### config.mk
export PLATFORM = sky130hd
export DESIGN_NAME = line_rasterizer_unit
export DESIGN_NICKNAME = d
export VERILOG_FILES = /design/src/rtl/lrast_pkg.sv /design/src/rtl/lrast_front.sv /design/src/rtl/lrast_back.sv /design/src/rtl/line_rasterizer_unit.sv
export SDC_FILE = /design/constraint.sdc
export NUM_CORES = 1
export LEC_CHECK = 0
export BUFFER_PORTS_ARGS = -buffer_cell sky130_fd_sc_hd__buf_2
export CAP_MARGIN = 20
export CORE_AREA = 2 2 201 203
export CTS_BUF_LIST = sky130_fd_sc_hd__clkbuf_8
export DETAILED_ROUTE_END_ITERATION = 12
export DIE_AREA = 0 0 203 205
export HOLD_SLACK_MARGIN = 0.03
export PLACE_DENSITY = 0.65
export SYNTH_ARGS = -nofsm -noshare
export SYNTH_HDL_FRONTEND = slang
export SYNTH_SLANG_ARGS = --single-unit
### constraint.sdc
create_clock -name clk -period 11.9 [get_ports clk]
set_input_delay 0.595 -clock clk [delete_from_list [all_inputs] [get_ports clk]]
set_output_delay 0.595 -clock clk [all_outputs]
set_load 0.05 [all_outputs]
### src/rtl/lrast_pkg.sv
// Shared types and constants for the line rasterizer.
// Used by lrast_front, lrast_back, line_rasterizer_unit and lrast_checker.
// No dependencies.
package lrast_pkg;

    localparam int unsigned SCREEN_WIDTH = 240;
    localparam int unsigned COORD_W      = 8;
    localparam int unsigned ADDR_W       = 16;
    localparam int unsigned COLOR_W      = 16;
    localparam int unsigned ERR_W        = 9;

    // Command codes of an input item.
    localparam logic CMD_START = 1'b0;
    localparam logic CMD_TICK  = 1'b1;

    // Signed unit steps.
    localparam logic [1:0] STEP_ZERO = 2'b00;
    localparam logic [1:0] STEP_POS  = 2'b01;
    localparam logic [1:0] STEP_NEG  = 2'b11;

    typedef struct packed {
        logic               cmd;
        logic [COORD_W-1:0] x_start;
        logic [COORD_W-1:0] y_start;
        logic [COORD_W-1:0] x_end;
        logic [COORD_W-1:0] y_end;
        logic [COLOR_W-1:0] color;
    } lrast_in_t;

    typedef struct packed {
        logic [COORD_W-1:0] pixel_x;
        logic [COORD_W-1:0] pixel_y;
        logic [ADDR_W-1:0]  pixel_addr;
        logic [COLOR_W-1:0] pixel_color;
        logic               last_pixel;
    } lrast_pix_t;

    // Decoded command passed from the front end to the step engine.
    typedef struct packed {
        logic               is_start;
        logic [COORD_W-1:0] x0;
        logic [COORD_W-1:0] y0;
        logic [COORD_W-1:0] long_len;
        logic [COORD_W-1:0] short_len;
        logic [1:0]         diag_sx;
        logic [1:0]         diag_sy;
        logic [1:0]         straight_sx;
        logic [1:0]         straight_sy;
        logic [COLOR_W-1:0] color;
    } lrast_cmd_t;

endpackage

### src/rtl/lrast_front.sv
// Front end of the line rasterizer: accepts items, decodes start setup
// (steps, axis lengths) and holds decoded commands in a two-entry queue.
// Depends on lrast_pkg.
module lrast_front
(
    input  logic                   clk,
    input  logic                   rst_n,
    input  logic                   push,
    output logic                   full,
    input  lrast_pkg::lrast_in_t   req,
    output logic                   cmd_valid,
    output lrast_pkg::lrast_cmd_t  cmd,
    input  logic                   cmd_take
);

    lrast_pkg::lrast_cmd_t             dec;
    logic [lrast_pkg::COORD_W-1:0]     adx;
    logic [lrast_pkg::COORD_W-1:0]     ady;
    logic [1:0]                        sx;
    logic [1:0]                        sy;
    logic                              x_long;

    lrast_pkg::lrast_cmd_t             mem_reg [2];
    logic                              wr_ptr_reg;
    logic                              wr_ptr_next;
    logic                              rd_ptr_reg;
    logic                              rd_ptr_next;
    logic [1:0]                        count_reg;
    logic [1:0]                        count_next;
    logic                              do_push;
    logic                              do_take;

    always_comb
    begin
        adx = (req.x_start > req.x_end) ? req.x_start - req.x_end : req.x_end - req.x_start;
        ady = (req.y_start > req.y_end) ? req.y_start - req.y_end : req.y_end - req.y_start;

        if (req.x_end > req.x_start)
            sx = lrast_pkg::STEP_POS;
        else if (req.x_end < req.x_start)
            sx = lrast_pkg::STEP_NEG;
        else
            sx = lrast_pkg::STEP_ZERO;

        if (req.y_end > req.y_start)
            sy = lrast_pkg::STEP_POS;
        else if (req.y_end < req.y_start)
            sy = lrast_pkg::STEP_NEG;
        else
            sy = lrast_pkg::STEP_ZERO;

        // On equal lengths the y axis is the long one.
        x_long = (adx > ady);

        dec.is_start    = (req.cmd == lrast_pkg::CMD_START);
        dec.x0          = req.x_start;
        dec.y0          = req.y_start;
        dec.long_len    = x_long ? adx : ady;
        dec.short_len   = x_long ? ady : adx;
        dec.diag_sx     = sx;
        dec.diag_sy     = sy;
        dec.straight_sx = x_long ? sx : lrast_pkg::STEP_ZERO;
        dec.straight_sy = x_long ? lrast_pkg::STEP_ZERO : sy;
        dec.color       = req.color;
    end

    assign full      = (count_reg == 2'd2);
    assign cmd_valid = (count_reg != 2'd0);
    assign cmd       = mem_reg[rd_ptr_reg];
    assign do_push   = push && !full;
    assign do_take   = cmd_take && cmd_valid;

    always_comb
    begin
        wr_ptr_next = do_push ? ~wr_ptr_reg : wr_ptr_reg;
        rd_ptr_next = do_take ? ~rd_ptr_reg : rd_ptr_reg;
        count_next  = count_reg;
        if (do_push && !do_take)
            count_next = count_reg + 2'd1;
        else if (!do_push && do_take)
            count_next = count_reg - 2'd1;
    end

    always_ff @(posedge clk or negedge rst_n)
    begin
        if (!rst_n)
        begin
            wr_ptr_reg <= 1'b0;
            rd_ptr_reg <= 1'b0;
            count_reg  <= 2'd0;
        end
        else
        begin
            wr_ptr_reg <= wr_ptr_next;
            rd_ptr_reg <= rd_ptr_next;
            count_reg  <= count_next;
        end
    end

    always_ff @(posedge clk)
    begin
        if (do_push)
            mem_reg[wr_ptr_reg] <= dec;
    end

endmodule

### src/rtl/lrast_back.sv
// Step engine of the line rasterizer: holds the active line, advances it
// one pixel per tick and queues pixels in a two-entry output queue.
// Depends on lrast_pkg.
module lrast_back
(
    input  logic                   clk,
    input  logic                   rst_n,
    input  logic                   cmd_valid,
    input  lrast_pkg::lrast_cmd_t  cmd,
    output logic                   cmd_take,
    output logic                   empty,
    input  logic                   pop,
    output lrast_pkg::lrast_pix_t  pixel
);

    logic                              busy_reg;
    logic                              busy_next;
    logic [lrast_pkg::COORD_W-1:0]     cur_x_reg;
    logic [lrast_pkg::COORD_W-1:0]     cur_x_next;
    logic [lrast_pkg::COORD_W-1:0]     cur_y_reg;
    logic [lrast_pkg::COORD_W-1:0]     cur_y_next;
    logic [lrast_pkg::ERR_W-1:0]       err_reg;
    logic [lrast_pkg::ERR_W-1:0]       err_next;
    logic [lrast_pkg::COORD_W-1:0]     long_reg;
    logic [lrast_pkg::COORD_W-1:0]     long_next;
    logic [lrast_pkg::COORD_W-1:0]     short_reg;
    logic [lrast_pkg::COORD_W-1:0]     short_next;
    logic [lrast_pkg::COORD_W-1:0]     left_reg;
    logic [lrast_pkg::COORD_W-1:0]     left_next;
    logic [1:0]                        dsx_reg;
    logic [1:0]                        dsx_next;
    logic [1:0]                        dsy_reg;
    logic [1:0]                        dsy_next;
    logic [1:0]                        ssx_reg;
    logic [1:0]                        ssx_next;
    logic [1:0]                        ssy_reg;
    logic [1:0]                        ssy_next;
    logic [lrast_pkg::COLOR_W-1:0]     color_reg;
    logic [lrast_pkg::COLOR_W-1:0]     color_next;

    logic [lrast_pkg::ERR_W-1:0]       err_sum;
    logic                              diag;
    logic [1:0]                        step_x;
    logic [1:0]                        step_y;
    logic                              emit;
    lrast_pkg::lrast_pix_t             pix;

    lrast_pkg::lrast_pix_t             oq_reg [2];
    logic                              wr_ptr_reg;
    logic                              wr_ptr_next;
    logic                              rd_ptr_reg;
    logic                              rd_ptr_next;
    logic [1:0]                        count_reg;
    logic [1:0]                        count_next;
    logic                              do_pop;

    // A command is taken only when the output queue has room for a pixel.
    assign cmd_take = cmd_valid && (count_reg != 2'd2);
    assign emit     = cmd_take && !cmd.is_start && busy_reg;

    always_comb
    begin
        err_sum = lrast_pkg::ERR_W'(err_reg + {1'b0, short_reg});
        diag    = (err_sum >= {1'b0, long_reg});
        step_x  = diag ? dsx_reg : ssx_reg;
        step_y  = diag ? dsy_reg : ssy_reg;

        pix.pixel_x     = cur_x_reg;
        pix.pixel_y     = cur_y_reg;
        pix.pixel_addr  = lrast_pkg::ADDR_W'(
                              lrast_pkg::ADDR_W'(cur_y_reg)
                              * lrast_pkg::ADDR_W'(lrast_pkg::SCREEN_WIDTH))
                          + lrast_pkg::ADDR_W'(cur_x_reg);
        pix.pixel_color = color_reg;
        pix.last_pixel  = (left_reg == '0);

        busy_next  = busy_reg;
        cur_x_next = cur_x_reg;
        cur_y_next = cur_y_reg;
        err_next   = err_reg;
        long_next  = long_reg;
        short_next = short_reg;
        left_next  = left_reg;
        dsx_next   = dsx_reg;
        dsy_next   = dsy_reg;
        ssx_next   = ssx_reg;
        ssy_next   = ssy_reg;
        color_next = color_reg;

        if (cmd_take && cmd.is_start)
        begin
            busy_next  = 1'b1;
            cur_x_next = cmd.x0;
            cur_y_next = cmd.y0;
            err_next   = lrast_pkg::ERR_W'(cmd.long_len >> 1);
            long_next  = cmd.long_len;
            short_next = cmd.short_len;
            left_next  = cmd.long_len;
            dsx_next   = cmd.diag_sx;
            dsy_next   = cmd.diag_sy;
            ssx_next   = cmd.straight_sx;
            ssy_next   = cmd.straight_sy;
            color_next = cmd.color;
        end
        else if (emit)
        begin
            err_next   = diag ? lrast_pkg::ERR_W'(err_sum - {1'b0, long_reg}) : err_sum;
            cur_x_next = cur_x_reg + {{(lrast_pkg::COORD_W-2){step_x[1]}}, step_x};
            cur_y_next = cur_y_reg + {{(lrast_pkg::COORD_W-2){step_y[1]}}, step_y};
            if (left_reg == '0)
                busy_next = 1'b0;
            else
                left_next = left_reg - 1'b1;
        end
    end

    always_ff @(posedge clk or negedge rst_n)
    begin
        if (!rst_n)
        begin
            busy_reg  <= 1'b0;
            cur_x_reg <= '0;
            cur_y_reg <= '0;
            err_reg   <= '0;
            long_reg  <= '0;
            short_reg <= '0;
            left_reg  <= '0;
            dsx_reg   <= lrast_pkg::STEP_ZERO;
            dsy_reg   <= lrast_pkg::STEP_ZERO;
            ssx_reg   <= lrast_pkg::STEP_ZERO;
            ssy_reg   <= lrast_pkg::STEP_ZERO;
            color_reg <= '0;
        end
        else
        begin
            busy_reg  <= busy_next;
            cur_x_reg <= cur_x_next;
            cur_y_reg <= cur_y_next;
            err_reg   <= err_next;
            long_reg  <= long_next;
            short_reg <= short_next;
            left_reg  <= left_next;
            dsx_reg   <= dsx_next;
            dsy_reg   <= dsy_next;
            ssx_reg   <= ssx_next;
            ssy_reg   <= ssy_next;
            color_reg <= color_next;
        end
    end

    // Output queue.
    assign empty  = (count_reg == 2'd0);
    assign pixel  = oq_reg[rd_ptr_reg];
    assign do_pop = pop && !empty;

    always_comb
    begin
        wr_ptr_next = emit ? ~wr_ptr_reg : wr_ptr_reg;
        rd_ptr_next = do_pop ? ~rd_ptr_reg : rd_ptr_reg;
        count_next  = count_reg;
        if (emit && !do_pop)
            count_next = count_reg + 2'd1;
        else if (!emit && do_pop)
            count_next = count_reg - 2'd1;
    end

    always_ff @(posedge clk or negedge rst_n)
    begin
        if (!rst_n)
        begin
            wr_ptr_reg <= 1'b0;
            rd_ptr_reg <= 1'b0;
            count_reg  <= 2'd0;
        end
        else
        begin
            wr_ptr_reg <= wr_ptr_next;
            rd_ptr_reg <= rd_ptr_next;
            count_reg  <= count_next;
        end
    end

    always_ff @(posedge clk)
    begin
        if (emit)
            oq_reg[wr_ptr_reg] <= pix;
    end

endmodule

### src/rtl/line_rasterizer_unit.sv
// Bresenham line rasterizer. It takes one item per clock while not full:
// a start item sets up a new line and gives no pixel, and each tick item
// while a line is active gives one pixel (column, row, row * 240 + column
// address, color, last flag). A line whose longer axis spans L steps
// gives L + 1 pixels. A tick waits in the input queue; its pixel is
// registered into the output queue once that has room. The step engine
// advances the position once per cycle while a tick waits and the output
// queue has room; two-entry queues on each side let both sides stall
// independently. Depends on lrast_pkg, lrast_front and lrast_back.
module line_rasterizer_unit
(
    input  logic                   clk,
    input  logic                   rst_n,
    input  logic                   push,
    output logic                   full,
    input  lrast_pkg::lrast_in_t   req,
    output logic                   empty,
    input  logic                   pop,
    output lrast_pkg::lrast_pix_t  pixel
);

    logic                   cmd_valid;
    logic                   cmd_take;
    lrast_pkg::lrast_cmd_t  cmd;

    lrast_front u_front
    (
        .clk       (clk),
        .rst_n     (rst_n),
        .push      (push),
        .full      (full),
        .req       (req),
        .cmd_valid (cmd_valid),
        .cmd       (cmd),
        .cmd_take  (cmd_take)
    );

    lrast_back u_back
    (
        .clk       (clk),
        .rst_n     (rst_n),
        .cmd_valid (cmd_valid),
        .cmd       (cmd),
        .cmd_take  (cmd_take),
        .empty     (empty),
        .pop       (pop),
        .pixel     (pixel)
    );

endmodule

==> run summary <==
Avg Cell Area, Syn -> 12.4 sq um
Clock transition at the registers of the reported paths -> 0.06 ns
Die Area -> 41600 sq um
Vias per cell -> 4.98
Row count -> 73
Antenna violation net count after detailed routing -> 0
Cells after Synth -> 1190
Most frequent cells after synthesis -> edfxtp_1 (204), ha_1 (95), nand2_1 (83), dfrtp_1 (82), inv_1 (82)
Primary FF master, synth -> edfxtp_1
Critical-path top delay cell -> dfrtp_1
Max_cap viols -> 0
Unrepaired setup endpoints after global routing -> no
Final-stage net count -> 1480
Ys async rst share -> 0.287
Clock latency on the worst-skew pair -> 0.57 ns
Tightest Hold Check Type -> primary input to flip-flop
CTS Sinks -> 286
Vias -> 9330
TritonCTS clock tree -> yes
Clk buf depth -> 3
Status -> finished clean
WL/cell -> 16.3 microns
Number of global-route vias before repair -> 9313
Die H -> 205 microns
Layout cell share with drive strength beyond 1 -> 0.187
Crit. End Element -> flip-flop
H-Tree Depth -> 2
Sequential area share after synthesis -> 0.553
Area growth, synth to finish -> 13.9%
Synth cell types -> 58
Worst setup path class -> flip-flop to flip-flop
Num CTS Buffers -> 49
Post-CTS Setup Repair Bufs -> 0
Top delay family on crit path -> compound AO/OA/AOI/OAI gates
Overall routing resource usage -> 0.147
Initial DRC Count -> 440
Largest net degree at the start of global routing -> 67
Worst-path maximum fanout -> 15
Top-area cell type share of the netlist area -> 0.414
Initial antenna violation count -> 1
Crit-path max cell delay -> 0.44 ns
Global-route wire length before repair -> 48.6 mm
Drt total wl -> 30.5 mm
Largest register FFs -> 114
Worst rel slew slack -> 0.285
Skew final -> 0.0367 ns
Final core utilization -> 0.428
Largest area contributor in the netlist -> edfxtp_1
Seq cells post-synth -> 286
Tightest Pin Transition -> 1.07 ns
Placeable core region -> 39400 sq um
Syn Nets -> 1360
# IOs -> 104
Maximum clock rate -> 0.183 GHz
Endpoints failing setup -> 0
Finished Layout Cells -> 1875
Max Slew Vio Count -> 0
Buf+Inv Stages, Crit Path -> 0
Starting density of the core -> 0.376
Mapped Area -> 14800 sq um
Critical Path AT -> 5.89 ns
Dominant cells by area after synthesis -> edfxtp_1 (41%), dfrtp_1 (14%), ha_1 (8.0%), mux2i_1 (5.0%), mux2_2 (4.3%)
Dpl hpwl -> 21.4 mm
Data required, critical path -> 12.33 ns
Syn. warnings -> 0
Fin crit period -> 5.45 ns
Fillcell total -> 3720
Total congestion overflow -> 0
Most common cell in the netlist -> edfxtp_1
DRC Markers -> 0
CP cell instances -> ha_1 > a21o_1 > a21oi_1 > o21bai_1 > a21oi_1 > xnor2_1 > ha_1 > o21ai_0 > a31oi_1 > o31ai_1 > and2_4 > mux2_2 > ha_1 > fa_1 > a21o_1 > a21o_1 > a21o_1 > a21oi_1 > xor2_1 > nor2_1 > a211oi_1 > a21oi_1
Crit path launch type -> flip-flop
Die width -> 203 microns
First-pass iteration count of the detailed router -> 5
Final period util -> 0.458
Number of flops mapped to enable cells by yosys -> 204
Routability congestion estimate from global placement -> 0.849
CTS Root Cell -> clkbuf_8
Number of diodes -> 0
Setup TNS -> 0 ns
Endpoints failing hold -> 0
# port buffers -> 103
Placed cells -> 1783
-- cell families (layout without fill, tap and decap cells) --
logic type | count (synthesis) | count (layout) | share of synthesized area
adders and majority gates | 117 | 117 | 0.110
DFF | 286 | 286 | 0.553
AOI/OAI and AO/OA | 240 | 240 | 0.101
buffers and inverters | 127 | 287 | 0.0344
muxes | 133 | 133 | 0.0955
xor gates and xnor gates | 64 | 64 | 0.0379
and+or+nand+nor | 223 | 223 | 0.0679
-- metrics by stage --
step           setup WS [ns]  instance area, sq um  hold WS, ns
2_1_floorplan           6.87                 14800        0.299
3_3_place_gp            6.65                 15900        0.450
3_5_place_dp            6.49                 15900        0.460
4_1_cts                 6.49                 16800        0.203
5_1_grt                 6.14                 16800        0.215
6_report                6.45                 16800        0.234
-- final timing paths --
check                                startpoint                endpoint  slack [ns]  cells past startpoint
max in group asynchronous                 rst_n      u_front.rd_ptr_reg       10.30                      3
max                           u_back.err_reg[1]     u_back.cur_y_reg[6]        6.45                     22
min                                     req[10]  u_front.mem_reg[1][10]        0.23                      1
min reg2reg                u_back.color_reg[14]    u_back.oq_reg[1][15]        0.47                      0
max reg2reg                   u_back.err_reg[1]     u_back.cur_y_reg[6]        6.45                     22
min in group asynchronous                 rst_n     u_back.color_reg[8]        0.52                      2
-- layer usage --
metal / part of all wire / vias up / GRT usage
met5: 0 / - / 0
met4: 0.015 / 0 / 0.0360
met3: 0.043 / 44 / 0.0215
met2: 0.44 / 207 / 0.231
met1: 0.50 / 4533 / 0.214
li1: - / 4546 / -
-- area by class of cell --
class	count	area, sq um	share of cell area
Clock buffer	54	743	0.0441
Clock inverter	37	236	0.0140
Inverter	83	312	0.0185
Multi-Input combinational cell	777	6120	0.363
Sequential cell	286	8180	0.486
Tap cell	525	657	0.0390
Timing Repair Buffer	113	596	0.0354
-- layout by cell type (no fill, tap or decap), types with 5 or more instances in the layout --
cell      instances
ha_1             95
o22ai_1           6
mux2_2           57
mux2i_1          74
o211ai_1          5
fa_1             22
and3_1            5
nor3_1           13
edfxtp_1        204
clkbuf_8         54
buf_2           102
buf_4            10
o21ai_1           5
xnor2_1          40
a21oi_1          66
clkinv_2          6
o21a_1            9
nand2_1          82
dfrtp_1          80
nand3_1          14
nor2b_1          13
clkinv_1          5
a31oi_1           7
o21ai_0          66
o21bai_1          9
xor2_1           24
inv_1           103
nand4_1           7
nor2_1           61
a21o_1           22
a211oi_1         21
-- worst reg2reg max path, stage by stage (launching register included) --
cell	delay, ns
dfrtp_1	0.44
ha_1	0.29
a21o_1	0.18
a21oi_1	0.24
o21bai_1	0.10
a21oi_1	0.29
xnor2_1	0.20
ha_1	0.32
o21ai_0	0.11
a31oi_1	0.12
o31ai_1	0.43
and2_4	0.37
mux2_2	0.39
ha_1	0.22
fa_1	0.41
a21o_1	0.17
a21o_1	0.20
a21o_1	0.19
a21oi_1	0.18
xor2_1	0.17
nor2_1	0.05
a211oi_1	0.19
a21oi_1	0.06
-- timing repair --
| item | 4_1_cts | 5_1_grt |
|---|---|---|
| resized for setup | 0 | 0 |
| hold endpoints to repair | 32 | 0 |
| hold buffers | 1 | 0 |
Power is left out: the tool's default activity adds up to more than one toggle a clock period on the data nets, which glitch-free logic cannot reach.
